**config.mk**
```make
export PLATFORM = sky130hd
export DESIGN_NAME = md5_message_digest
export DESIGN_NICKNAME = d
export VERILOG_FILES = /design/src/hdl/md5_pkg.sv /design/src/hdl/md5_msg_buf.sv /design/src/hdl/md5_round.sv /design/src/hdl/md5_message_digest.sv
export SDC_FILE = /design/constraint.sdc
export NUM_CORES = 2
export LEC_CHECK = 0
export BUFFER_PORTS_ARGS = -buffer_cell sky130_fd_sc_hd__clkbuf_2
export CAP_MARGIN = 30
export CELL_PAD_IN_SITES_DETAIL_PLACEMENT = 1
export CELL_PAD_IN_SITES_GLOBAL_PLACEMENT = 2
export CORE_MARGIN = 2
export CORE_UTILIZATION = 46
export DETAILED_ROUTE_END_ITERATION = 12
export PLACE_DENSITY = 0.88
export SYNTH_ARGS = -nofsm -noshare
export SYNTH_HDL_FRONTEND = slang
export SYNTH_MEMORY_MAX_BITS = 65536
export SYNTH_SLANG_ARGS = --single-unit
```
**constraint.sdc**
```tcl
create_clock -name clk_i -period 25.7 [get_ports clk_i]
set_input_delay 1.285 -clock clk_i [delete_from_list [all_inputs] [get_ports clk_i]]
set_output_delay 1.285 -clock clk_i [all_outputs]
set_load 0.1 [all_outputs]
```
**src/hdl/md5_pkg.sv**
```systemverilog
package md5_pkg;

  // Input word kinds
  localparam logic [1:0] KIND_DATA = 2'd0;
  localparam logic [1:0] KIND_LAST = 2'd1;
  localparam logic [1:0] KIND_END  = 2'd2;

  // Initial chaining values
  localparam logic [31:0] INIT_A = 32'h67452301;
  localparam logic [31:0] INIT_B = 32'hefcdab89;
  localparam logic [31:0] INIT_C = 32'h98badcfe;
  localparam logic [31:0] INIT_D = 32'h10325476;

  // Padding constants
  localparam logic [7:0] PAD_MARK    = 8'h80;
  localparam logic [5:0] LEN_OFFSET  = 6'd56;
  localparam logic [5:0] BLOCK_LAST  = 6'd63;
  localparam logic [5:0] ROUND_LAST  = 6'd63;
  localparam logic [1:0] WORD_LAST   = 2'd3;

  typedef struct packed {
    logic [1:0] kind;
    logic [7:0] data_byte;
  } in_word_t;

  typedef struct packed {
    logic [31:0] digest_word;
    logic [1:0]  word_index;
    logic        last_word;
  } out_word_t;

  // Four working or chaining words
  typedef struct packed {
    logic [31:0] a;
    logic [31:0] b;
    logic [31:0] c;
    logic [31:0] d;
  } abcd_t;

  // Sine-derived additive constant of each round
  function automatic logic [31:0] md5_k(input logic [5:0] idx);
    logic [31:0] k;
    unique case (idx)
      6'd0:  k = 32'hd76aa478;  6'd1:  k = 32'he8c7b756;
      6'd2:  k = 32'h242070db;  6'd3:  k = 32'hc1bdceee;
      6'd4:  k = 32'hf57c0faf;  6'd5:  k = 32'h4787c62a;
      6'd6:  k = 32'ha8304613;  6'd7:  k = 32'hfd469501;
      6'd8:  k = 32'h698098d8;  6'd9:  k = 32'h8b44f7af;
      6'd10: k = 32'hffff5bb1;  6'd11: k = 32'h895cd7be;
      6'd12: k = 32'h6b901122;  6'd13: k = 32'hfd987193;
      6'd14: k = 32'ha679438e;  6'd15: k = 32'h49b40821;
      6'd16: k = 32'hf61e2562;  6'd17: k = 32'hc040b340;
      6'd18: k = 32'h265e5a51;  6'd19: k = 32'he9b6c7aa;
      6'd20: k = 32'hd62f105d;  6'd21: k = 32'h02441453;
      6'd22: k = 32'hd8a1e681;  6'd23: k = 32'he7d3fbc8;
      6'd24: k = 32'h21e1cde6;  6'd25: k = 32'hc33707d6;
      6'd26: k = 32'hf4d50d87;  6'd27: k = 32'h455a14ed;
      6'd28: k = 32'ha9e3e905;  6'd29: k = 32'hfcefa3f8;
      6'd30: k = 32'h676f02d9;  6'd31: k = 32'h8d2a4c8a;
      6'd32: k = 32'hfffa3942;  6'd33: k = 32'h8771f681;
      6'd34: k = 32'h6d9d6122;  6'd35: k = 32'hfde5380c;
      6'd36: k = 32'ha4beea44;  6'd37: k = 32'h4bdecfa9;
      6'd38: k = 32'hf6bb4b60;  6'd39: k = 32'hbebfbc70;
      6'd40: k = 32'h289b7ec6;  6'd41: k = 32'heaa127fa;
      6'd42: k = 32'hd4ef3085;  6'd43: k = 32'h04881d05;
      6'd44: k = 32'hd9d4d039;  6'd45: k = 32'he6db99e5;
      6'd46: k = 32'h1fa27cf8;  6'd47: k = 32'hc4ac5665;
      6'd48: k = 32'hf4292244;  6'd49: k = 32'h432aff97;
      6'd50: k = 32'hab9423a7;  6'd51: k = 32'hfc93a039;
      6'd52: k = 32'h655b59c3;  6'd53: k = 32'h8f0ccc92;
      6'd54: k = 32'hffeff47d;  6'd55: k = 32'h85845dd1;
      6'd56: k = 32'h6fa87e4f;  6'd57: k = 32'hfe2ce6e0;
      6'd58: k = 32'ha3014314;  6'd59: k = 32'h4e0811a1;
      6'd60: k = 32'hf7537e82;  6'd61: k = 32'hbd3af235;
      6'd62: k = 32'h2ad7d2bb;  6'd63: k = 32'heb86d391;
    endcase
    return k;
  endfunction

  // Left-rotate amount of each round
  function automatic logic [4:0] md5_rot(input logic [5:0] idx);
    logic [4:0] s;
    unique case ({idx[5:4], idx[1:0]})
      4'h0: s = 5'd7;   4'h1: s = 5'd12;  4'h2: s = 5'd17;  4'h3: s = 5'd22;
      4'h4: s = 5'd5;   4'h5: s = 5'd9;   4'h6: s = 5'd14;  4'h7: s = 5'd20;
      4'h8: s = 5'd4;   4'h9: s = 5'd11;  4'ha: s = 5'd16;  4'hb: s = 5'd23;
      4'hc: s = 5'd6;   4'hd: s = 5'd10;  4'he: s = 5'd15;  4'hf: s = 5'd21;
    endcase
    return s;
  endfunction

  // Message word used by each round, all arithmetic mod 16
  function automatic logic [3:0] md5_g(input logic [5:0] idx);
    logic [3:0] r4;
    logic [3:0] g;
    r4 = idx[3:0];
    unique case (idx[5:4])
      2'd0: g = r4;
      2'd1: g = r4 + {r4[1:0], 2'b00} + 4'd1;
      2'd2: g = r4 + {r4[2:0], 1'b0} + 4'd5;
      2'd3: g = {r4[0], 3'b000} - r4;
    endcase
    return g;
  endfunction

endpackage

```
**src/hdl/md5_msg_buf.sv**
```systemverilog
module md5_msg_buf
  import md5_pkg::*;
(
  input  logic        clk_i,
  input  logic        wr_en_i,
  input  logic [5:0]  wr_addr_i,
  input  logic [7:0]  wr_data_i,
  input  logic [3:0]  rd_addr_i,
  output logic [31:0] rd_data_o
);

  // 16 little-endian words, written a byte lane at a time
  logic [3:0][7:0] mem_q [16];
  logic [31:0]     rd_data_q;

  always_ff @(posedge clk_i) begin
    if (wr_en_i) begin
      mem_q[wr_addr_i[5:2]][wr_addr_i[1:0]] <= wr_data_i;
    end
  end

  // Registered read port
  always_ff @(posedge clk_i) begin
    rd_data_q <= mem_q[rd_addr_i];
  end

  assign rd_data_o = rd_data_q;

endmodule

```
**src/hdl/md5_round.sv**
```systemverilog
module md5_round
  import md5_pkg::*;
(
  input  logic [5:0]  round_i,
  input  abcd_t       work_i,
  input  logic [31:0] pre_i,    // a + K + M, registered ahead of the round
  output abcd_t       work_o
);

  logic [31:0] f;
  logic [31:0] sum;
  logic [63:0] dbl;
  logic [4:0]  sh;

  // Round function for the current quarter
  always_comb begin
    unique case (round_i[5:4])
      2'd0: f = work_i.d ^ (work_i.b & (work_i.c ^ work_i.d));
      2'd1: f = (work_i.d & work_i.b) | (~work_i.d & work_i.c);
      2'd2: f = work_i.b ^ work_i.c ^ work_i.d;
      2'd3: f = work_i.c ^ (work_i.b | ~work_i.d);
    endcase
  end

  // Add, rotate, add, then shift the word order
  assign sh  = md5_rot(round_i);
  assign sum = pre_i + f;
  assign dbl = {sum, sum} << sh;

  assign work_o.a = work_i.d;
  assign work_o.b = work_i.b + dbl[63:32];
  assign work_o.c = work_i.b;
  assign work_o.d = work_i.c;

endmodule

```
**src/hdl/md5_message_digest.sv**
```systemverilog
// MD5 digest engine, one message byte per input word.
// Input channel (in_valid_i / in_stall_o / in_word_i): kind 0 is a data byte,
// kind 1 a final data byte, kind 2 ends the message without a byte; kind 3
// is taken and ignored. Output channel (out_valid_o / out_stall_i /
// out_word_o) gives four words, A..D, the last flagged by last_word.
// The byte that fills a 64-byte block holds the input stalled while the
// block is compressed: ST_LOAD and ST_PRE prime the message-word read, 64
// rounds run through the single shared round unit (one per cycle), and
// ST_ADD updates the chaining words. Ending a message writes padding and
// length into the block buffer byte by byte in ST_PAD (up to two blocks of
// compression), then offers the four digest words, one per cycle the
// receiver does not stall. The input stays stalled until word D is taken;
// a stalled output word holds steady. Reset loads the initial chaining words
// and clears the byte count; the block buffer needs no clearing.
module md5_message_digest
  import md5_pkg::*;
(
  input  logic      clk_i,
  input  logic      rst_ni,
  input  logic      in_valid_i,
  output logic      in_stall_o,
  input  in_word_t  in_word_i,
  output logic      out_valid_o,
  input  logic      out_stall_i,
  output out_word_t out_word_o
);

  typedef enum logic [2:0] {
    ST_IDLE, ST_PAD, ST_LOAD, ST_PRE, ST_ROUND, ST_ADD, ST_OUT
  } state_e;

  typedef enum logic [1:0] {
    PH_ONE, PH_ZERO, PH_LEN
  } pad_ph_e;

  state_e      state_q;
  pad_ph_e     pad_ph_q;
  logic        pad_act_q;
  logic [63:0] count_q;
  logic [63:0] bits_q;
  logic [5:0]  round_q;
  logic [1:0]  idx_q;
  abcd_t       chain_q;
  abcd_t       work_q;
  abcd_t       work_nx;
  logic [31:0] pre_q;

  logic        wr_en;
  logic [7:0]  wr_data;
  logic [3:0]  rd_addr;
  logic [31:0] rd_data;
  logic [31:0] pre_base;
  logic [5:0]  k_idx;
  logic [5:0]  low6;
  logic        in_acc;
  logic        out_acc;

  assign low6    = count_q[5:0];
  assign in_acc  = in_valid_i && !in_stall_o;
  assign out_acc = out_valid_o && !out_stall_i;

  md5_msg_buf u_buf (
    .clk_i     (clk_i),
    .wr_en_i   (wr_en),
    .wr_addr_i (low6),
    .wr_data_i (wr_data),
    .rd_addr_i (rd_addr),
    .rd_data_o (rd_data)
  );

  md5_round u_round (
    .round_i (round_q),
    .work_i  (work_q),
    .pre_i   (pre_q),
    .work_o  (work_nx)
  );

  // Buffer write: message bytes when idle, padding bytes in ST_PAD
  always_comb begin
    wr_en   = 1'b0;
    wr_data = in_word_i.data_byte;
    if (state_q == ST_IDLE) begin
      wr_en = in_acc && (in_word_i.kind == KIND_DATA || in_word_i.kind == KIND_LAST);
    end else if (state_q == ST_PAD) begin
      case (pad_ph_q)
        PH_ONE: begin
          wr_en   = 1'b1;
          wr_data = PAD_MARK;
        end
        PH_ZERO: begin
          wr_en   = (low6 != LEN_OFFSET);
          wr_data = 8'h00;
        end
        default: begin
          wr_en   = 1'b1;
          wr_data = bits_q[{low6[2:0], 3'b000} +: 8];
        end
      endcase
    end
  end

  // Message-word read runs two rounds ahead; pre-sum one round ahead
  always_comb begin
    rd_addr  = md5_g(round_q + 6'd2);
    pre_base = work_q.d;
    k_idx    = round_q + 6'd1;
    if (state_q == ST_LOAD) begin
      rd_addr = md5_g(6'd0);
    end else if (state_q == ST_PRE) begin
      rd_addr  = md5_g(6'd1);
      pre_base = work_q.a;
      k_idx    = 6'd0;
    end
  end

  // Sequencer and datapath registers
  always_ff @(posedge clk_i or negedge rst_ni) begin
    if (!rst_ni) begin
      state_q   <= ST_IDLE;
      pad_ph_q  <= PH_ONE;
      pad_act_q <= 1'b0;
      count_q   <= '0;
      round_q   <= '0;
      idx_q     <= '0;
      chain_q   <= '{a: INIT_A, b: INIT_B, c: INIT_C, d: INIT_D};
    end else begin
      if (wr_en) begin
        count_q <= count_q + 64'd1;
      end
      unique case (state_q)
        ST_IDLE: begin
          if (in_acc) begin
            case (in_word_i.kind)
              KIND_DATA: begin
                if (low6 == BLOCK_LAST) begin
                  pad_act_q <= 1'b0;
                  state_q   <= ST_LOAD;
                end
              end
              KIND_LAST: begin
                bits_q    <= {count_q[60:0] + 61'd1, 3'b000};
                pad_act_q <= 1'b1;
                pad_ph_q  <= PH_ONE;
                state_q   <= (low6 == BLOCK_LAST) ? ST_LOAD : ST_PAD;
              end
              KIND_END: begin
                bits_q    <= {count_q[60:0], 3'b000};
                pad_act_q <= 1'b1;
                pad_ph_q  <= PH_ONE;
                state_q   <= ST_PAD;
              end
              default: ;
            endcase
          end
        end
        ST_PAD: begin
          case (pad_ph_q)
            PH_ONE:  pad_ph_q <= PH_ZERO;
            PH_ZERO: if (low6 == LEN_OFFSET) pad_ph_q <= PH_LEN;
            default: ;
          endcase
          if (wr_en && low6 == BLOCK_LAST) begin
            state_q <= ST_LOAD;
          end
        end
        ST_LOAD: begin
          work_q  <= chain_q;
          round_q <= '0;
          state_q <= ST_PRE;
        end
        ST_PRE: begin
          pre_q   <= pre_base + md5_k(k_idx) + rd_data;
          state_q <= ST_ROUND;
        end
        ST_ROUND: begin
          work_q  <= work_nx;
          pre_q   <= pre_base + md5_k(k_idx) + rd_data;
          round_q <= round_q + 6'd1;
          if (round_q == ROUND_LAST) begin
            state_q <= ST_ADD;
          end
        end
        ST_ADD: begin
          chain_q.a <= chain_q.a + work_q.a;
          chain_q.b <= chain_q.b + work_q.b;
          chain_q.c <= chain_q.c + work_q.c;
          chain_q.d <= chain_q.d + work_q.d;
          idx_q     <= '0;
          if (!pad_act_q) begin
            state_q <= ST_IDLE;
          end else if (pad_ph_q == PH_LEN) begin
            state_q <= ST_OUT;
          end else begin
            state_q <= ST_PAD;
          end
        end
        ST_OUT: begin
          if (out_acc) begin
            idx_q <= idx_q + 2'd1;
            if (idx_q == WORD_LAST) begin
              chain_q   <= '{a: INIT_A, b: INIT_B, c: INIT_C, d: INIT_D};
              count_q   <= '0;
              pad_act_q <= 1'b0;
              state_q   <= ST_IDLE;
            end
          end
        end
        default: state_q <= ST_IDLE;
      endcase
    end
  end

  // Digest word select
  always_comb begin
    out_word_o.digest_word = chain_q.a;
    case (idx_q)
      2'd1:    out_word_o.digest_word = chain_q.b;
      2'd2:    out_word_o.digest_word = chain_q.c;
      2'd3:    out_word_o.digest_word = chain_q.d;
      default: ;
    endcase
  end

  assign out_word_o.word_index = idx_q;
  assign out_word_o.last_word  = (idx_q == WORD_LAST);
  assign out_valid_o           = (state_q == ST_OUT);
  assign in_stall_o            = (state_q != ST_IDLE);

  // Input is never taken while digest words are pending
  a_no_in_during_out: assert property (@(posedge clk_i) disable iff (!rst_ni)
    out_valid_o |-> in_stall_o)
    else $error("input ready while digest pending");

  // Filling a block starts compression
  a_full_block_stalls: assert property (@(posedge clk_i) disable iff (!rst_ni)
    (in_acc && in_word_i.kind == KIND_DATA && count_q[5:0] == BLOCK_LAST)
      |=> (in_stall_o && state_q == ST_LOAD))
    else $error("full block did not start compression");

  // Taking word D frees the input and restarts the count
  a_last_word_frees: assert property (@(posedge clk_i) disable iff (!rst_ni)
    (out_acc && out_word_o.last_word) |=> (!in_stall_o && count_q == 64'd0))
    else $error("engine not reinitialized after digest");

  // Digest is offered only after the length bytes closed a block
  a_out_after_len: assert property (@(posedge clk_i) disable iff (!rst_ni)
    $rose(out_valid_o) |-> ($past(state_q) == ST_ADD && pad_ph_q == PH_LEN
                            && count_q[5:0] == 6'd0))
    else $error("digest offered before padding finished");

endmodule

```
Word level (Yosys, flattened, before mapping)
Memory sizes are Yosys's and may differ from the RTL's. A register that Yosys moved wholly into a read port is not among the register bits. Index checks and enable logic that the tools add are counted.

Bits in registers: 430. Bits in latches: 0. Bits in writable memories: 512. ROM bits: 4176. Input port bits: 14. Output and inout bits: 37. Word-level logic and storage cells: 174. Memories kept: 4.

Add/subtract/negate cells: 20. Multiply operators: 0. Div/mod/pow operators: 0. $lt $le $gt $ge: 2. Equality and inequality tests: 34. Shift operators: 2. Multiplexer cells: 56. Bitwise gates (word level): 11. Reduce and logical (&&, ||, !) cells: 29.

Memory list: (no name shown) (words 64, width 32, rd ports 1, clocked after memory_dff 0, wr ports 0, line md5_pkg.sv:43) `unique case (idx)`; (no name shown) (words 64, width 32, rd ports 1, clocked after memory_dff 0, wr ports 0, line md5_pkg.sv:43); u_buf.mem_q (words 16, width 32, rd ports 1, clocked after memory_dff 1, wr ports 1, line md5_msg_buf.sv:13) `logic [3:0][7:0] mem_q [16];`; (no name shown) (words 16, width 5, rd ports 1, clocked after memory_dff 0, wr ports 0, line md5_pkg.sv:83) `unique case ({idx[5:4], idx[1:0]})`.

Operator list (number): case mux 128 bit (2 select lines) (2); adder 32 bit (10); 2-to-1 mux 128 bit (2); 2-to-1 mux 64 bit (4); 2-to-1 mux 32 bit (5); bitwise XOR 32 bit (5); case mux 32 bit (4 select lines) (1); case mux 64 bit (2 select lines) (1); bitwise AND 32 bit (3); case mux 32 bit (3 select lines) (1); adder 64 x 1 -> 64 bit (second input constant) (1); OR 32 bit (2); case mux 32 bit (2 select lines) (1); indexed part select 64 x 7 -> 8 bit (1); left shift 64 x 5 -> 64 bit (1); adder 61 x 1 -> 61 bit (second input constant) (1); inverter 32 bit (1); 2-to-1 mux 3 bit (8); 2-to-1 mux 8 bit (3); case mux 3 bit (7 select lines) (1); equality test 6 bit (second input constant) (3); demux 8 bit (select 2 bit) (1); equality test 2 bit (second input constant) (8); case mux 4 bit (4 select lines) (1); 43 further kinds (87).

Depth between registers and ports, before layout
Word-level depth: 9. Depth in mapped cells: 37. Depth with buffers taken out: 33.

Cells and area by module
A second synthesis with hierarchy kept.

Cell total of the unflattened synthesis: 5510. Area, all modules: 60026.3 µm².

Modules (own cells, without submodules): md5_message_digest (instances 1, cells each 3389, area each 31256.2 µm², sequential area each 11796.3 µm²); md5_msg_buf (instances 1, cells each 910, area each 20134.3 µm², sequential area each 16015.4 µm²); md5_round (instances 1, cells each 1211, area each 8635.8 µm², sequential area each 0.0 µm²).

Worst setup path after synthesis
Ideal clock, no wire load.

Kind: input to register. Start point: in rst_ni. End point: reg work_q[0] (netlist name), enable pin. Setup time: 0.798 ns. Data arrival time: 10.439 ns. Required time: 24.902 ns. Slack: 14.463 ns. Stages: 1. Path through: nor3b_1.

Cells in the longest elaborated chain, start to end: 1.

RTL lines: from (decl) (line md5_message_digest.sv:19) `input logic rst_ni,`; AND reduction 2 bit (no line); to (signal assigned) (line md5_message_digest.sv:167) `work_q <= chain_q;`; to (signal assigned) (line md5_message_digest.sv:176) `work_q <= work_nx;`; to (decl) (line md5_message_digest.sv:44) `abcd_t work_q;`.

No other way between the ends. A chain may end at the register's enable or synchronous reset.

Worst setup path after layout
Start point: reg round_q[4]. End point: reg work_q[95] (netlist name) (data pin).

Cells in the longest elaborated chain, start to end: 6. Elaborated cells between the ends (all ways): 10.

RTL lines: from (decl) (line md5_message_digest.sv:41) `logic [5:0] round_q;`; from (signal assigned) (line md5_message_digest.sv:178) `round_q <= round_q + 6'd1;`; equality test 2 bit, or another cell as far along (line md5_round.sv:17) `unique case (round_i[5:4])`; case mux 32 bit (4 select lines) (line md5_round.sv:17); adder 32 bit (line md5_round.sv:27) `assign sum = pre_i + f;`; left shift 64 x 5 -> 64 bit (*) (line md5_round.sv:28) `assign dbl = {sum, sum} << sh;`; adder 32 bit (*) (line md5_round.sv:31) `assign work_o.b = work_i.b + dbl[63:32];`; case mux 128 bit (2 select lines) (*) (line md5_message_digest.sv:130) `unique case (state_q)`.

Every way passes the cells marked *; elsewhere a longest branch is shown, timed or not.

==> results.ini <==
[run_status]
status=finished, final reports clean

[sta]
slew_viol_final=0
fin_tns_setup_ns=0
max_freq_mhz=110
timing_hold_violations_final=0
period_share_pct=35.5
final.min_clock_period_ns=9.13
rsz0062_at_grt=no
fin_skew_ns=0.0830
slew_headroom_pct=27.0
worst_slew_pin_slew_ns=1.08
setup_ws_ns=16.57
final-setup-viol-count=0

[floorplan]
die_w_microns=364
coreArea_sq_um=128000
start_util_pct=46.5
fp-row-count=131
ioPinCount=51
dieArea_sq_um=132000
dieHeight_microns=364

[layout]
drive_above_1_share_pct=8.39
fin_area_sq_um=65300
fillers=14205
multi_input_comb_area_sq_um=29700
nets=6367
fin_util_pct=51.0
syn2layout_area_growth_pct=9.64
seq_area_sq_um=27800

[clock_tree]
clock-sinks=968
path_clk_slew_ns=0.06
h-tree-depth=3
post-cts-setup-buffer-count=0
clk_latency_ns=0.79
root_buffer=clkbuf_16
cts_tree=yes
cts-resized-gates=0
cts_buffers=107
cts_buffer_depth=3
hold_buffers=0

[logic_synthesis]
syn_inst=6177
synthTopCellsByArea=edfxtp_1, dfrtp_1, nand2_1, ha_1, a21oi_1
synth.avg_cell_area_sq_um=9.64
synth_top_family_by_area=compound AO/OA/AOI/OAI gates
ys_dominant_reg_cell=edfxtp_1
synth-seq-cells=968
yosysSeqAreaShare_pct=46.7
synth_edf_count=733
muxShareOfSynthArea_pct=3.28
ys_types=102
syn_area_sq_um=59500
synth_adder_area_share_pct=6.72
post_synth_xor_area_fraction_pct=4.91
syn-num-nets=6487
synth_most_common_cell=nand2_1
synthTopCellsByCount=nand2_1, edfxtp_1, a21oi_1
synth_area_leader_cell=edfxtp_1
ys_warn_count=0
async_flop_share_pct=21.0
synth_compound_area_share_pct=19.6
synthSimpleGateAreaFrac_pct=15.0
synth_top_area_share_pct=37.0

[route]
drt_iter0_drc=4136
wirelength_mm=207
wl_met2_mm=97.6
drt.antenna.violating_nets=0
first_pass_iters=8
vias=49217
m1WireLength_mm=88.1
top_layer_used=met4
via_per_inst=6.25
wl_met3_mm=12.3
remaining_drc_errors=0
wl_per_cell_microns=26.3

[place]
gp_congestion=0.940
io_buffers=50
placed_cell_area_sq_um=61500
dp_slack_ns=16.73
dp_hpwl_mm=143

[global_route]
grt_use_total_pct=31.0
grt_pass1_wl_mm=314
grt_antenna_before_repair=2
grt_max_degree=199
grt_pass1_vias=50269
grt_remaining_overflow=0

[worst_setup_path]
ff2ff_setup_slack_ns=16.57
cp.arrival_ns=9.61
crit_path_start_kind=register
crit_path_end_kind=register
path_buf_inv=1
crit_required_ns=26.18
crit_type=reg -> reg
critPathMaxStageDelay_ns=0.79
crit_family=compound AO/OA/AOI/OAI gates
slowest_stage=buf_4
path_max_fanout=79

[run]
cap_violations=0

[worst_hold_path]
hold_class=in -> async

[layout by cell type, fill, tap and decap left out, types with 29 or more instances in the layout]
| cell | instances |
|---|---|
| nand2_1 | 918 |
| edfxtp_1 | 733 |
| a21oi_1 | 451 |
| nor2_1 | 438 |
| o21ai_0 | 431 |
| ha_1 | 257 |
| a211oi_1 | 244 |
| inv_1 | 216 |
| xnor2_1 | 187 |
| and2_1 | 153 |
| xor2_1 | 139 |
| a31oi_1 | 138 |
| mux2i_1 | 138 |
| dfrtp_1 | 137 |
| nand3_1 | 129 |
| clkbuf_16 | 107 |
| a21o_1 | 98 |
| nor3_1 | 95 |
| buf_4 | 87 |
| a311oi_1 | 74 |
| dfstp_2 | 64 |
| clkbuf_2 | 49 |
| o21a_1 | 40 |
| or2_2 | 39 |
| fa_1 | 38 |
| or3_1 | 37 |
| a222oi_1 | 32 |
| dfxtp_1 | 32 |
| nand2b_1 | 30 |
| and3_1 | 29 |
[stage by stage]
step           hold WS [ns]  std cells
6_report              0.497       7881
5_1_grt               0.516       7880
4_1_cts               0.481       7878
3_5_place_dp          0.489       7675
3_3_place_gp          0.488       7672
2_1_floorplan         0.472       6177
[sequential cells by signal, summed over array words and instances, names as in the netlist, 2 cells and up]
| name | count |
|---|---|
| state_q | 3 |
| bits_q | 61 |
| u_buf.rd_data_o | 32 |
| pad_ph_q | 2 |
| pre_q | 32 |
| u_buf.mem_q | 512 |
| work_q | 128 |
| chain_q | 128 |
| idx_q | 2 |
| count_q | 61 |
| round_q | 6 |
[layout make-up]
class                   instances  area share [%]
inverters                     217            1.25
flip-flops and latches        968            42.6
repair buffers                144            1.55
multi-input cells            4619            45.6
diodes                          1         0.00383
well taps                    1729            3.31
clock inverters                62            1.25
clock buffers                 141            4.45
[worst paths after layout]
check	end	startpoint	cells past startpoint
max	work_q[95]	round_q[4]	31
min	chain_q[25]	rst_ni	1
max in group asynchronous	round_q[4]	rst_ni	3
min in group clk_i	chain_q[63]	chain_q[63]	2
min reg2reg	chain_q[63]	chain_q[63]	2
max reg2reg	work_q[95]	round_q[4]	31
[routing by layer]
metal  global-route usage, %  vias up
met5                       0        -
met4                    12.5        0
met3                    4.76      387
met2                    50.7     1515
li1                        -    22392
met1                    41.1    24923
[worst reg2reg max path, delay by kind of cell, from the launching register on]
kind / cells / cell delay (ns)
xor+xnor: 1 / 0.32
mux: 4 / 0.95
fa+ha+maj: 2 / 0.77
simple gates: 3 / 0.73
buf+inv: 1 / 0.80
flops: 1 / 0.70
compound gates: 20 / 4.61
[kinds of logic (layout without fill, tap and decap cells)]
kind of cell             count (synthesis)  after routing
buffers and inverters                  590            564
other                                    0              1
XOR/XNOR                               332            332
multiplexers                           173            173
AO/OA/AOI/OAI                         1814           1814
flip-flops                             968            968
AND/OR/NAND/NOR                       2003           2003
adder cells (fa/ha/maj)                297            297
Power is not shown: default switching activity piles up to over one toggle a cycle in this logic, so the estimate is an artifact.
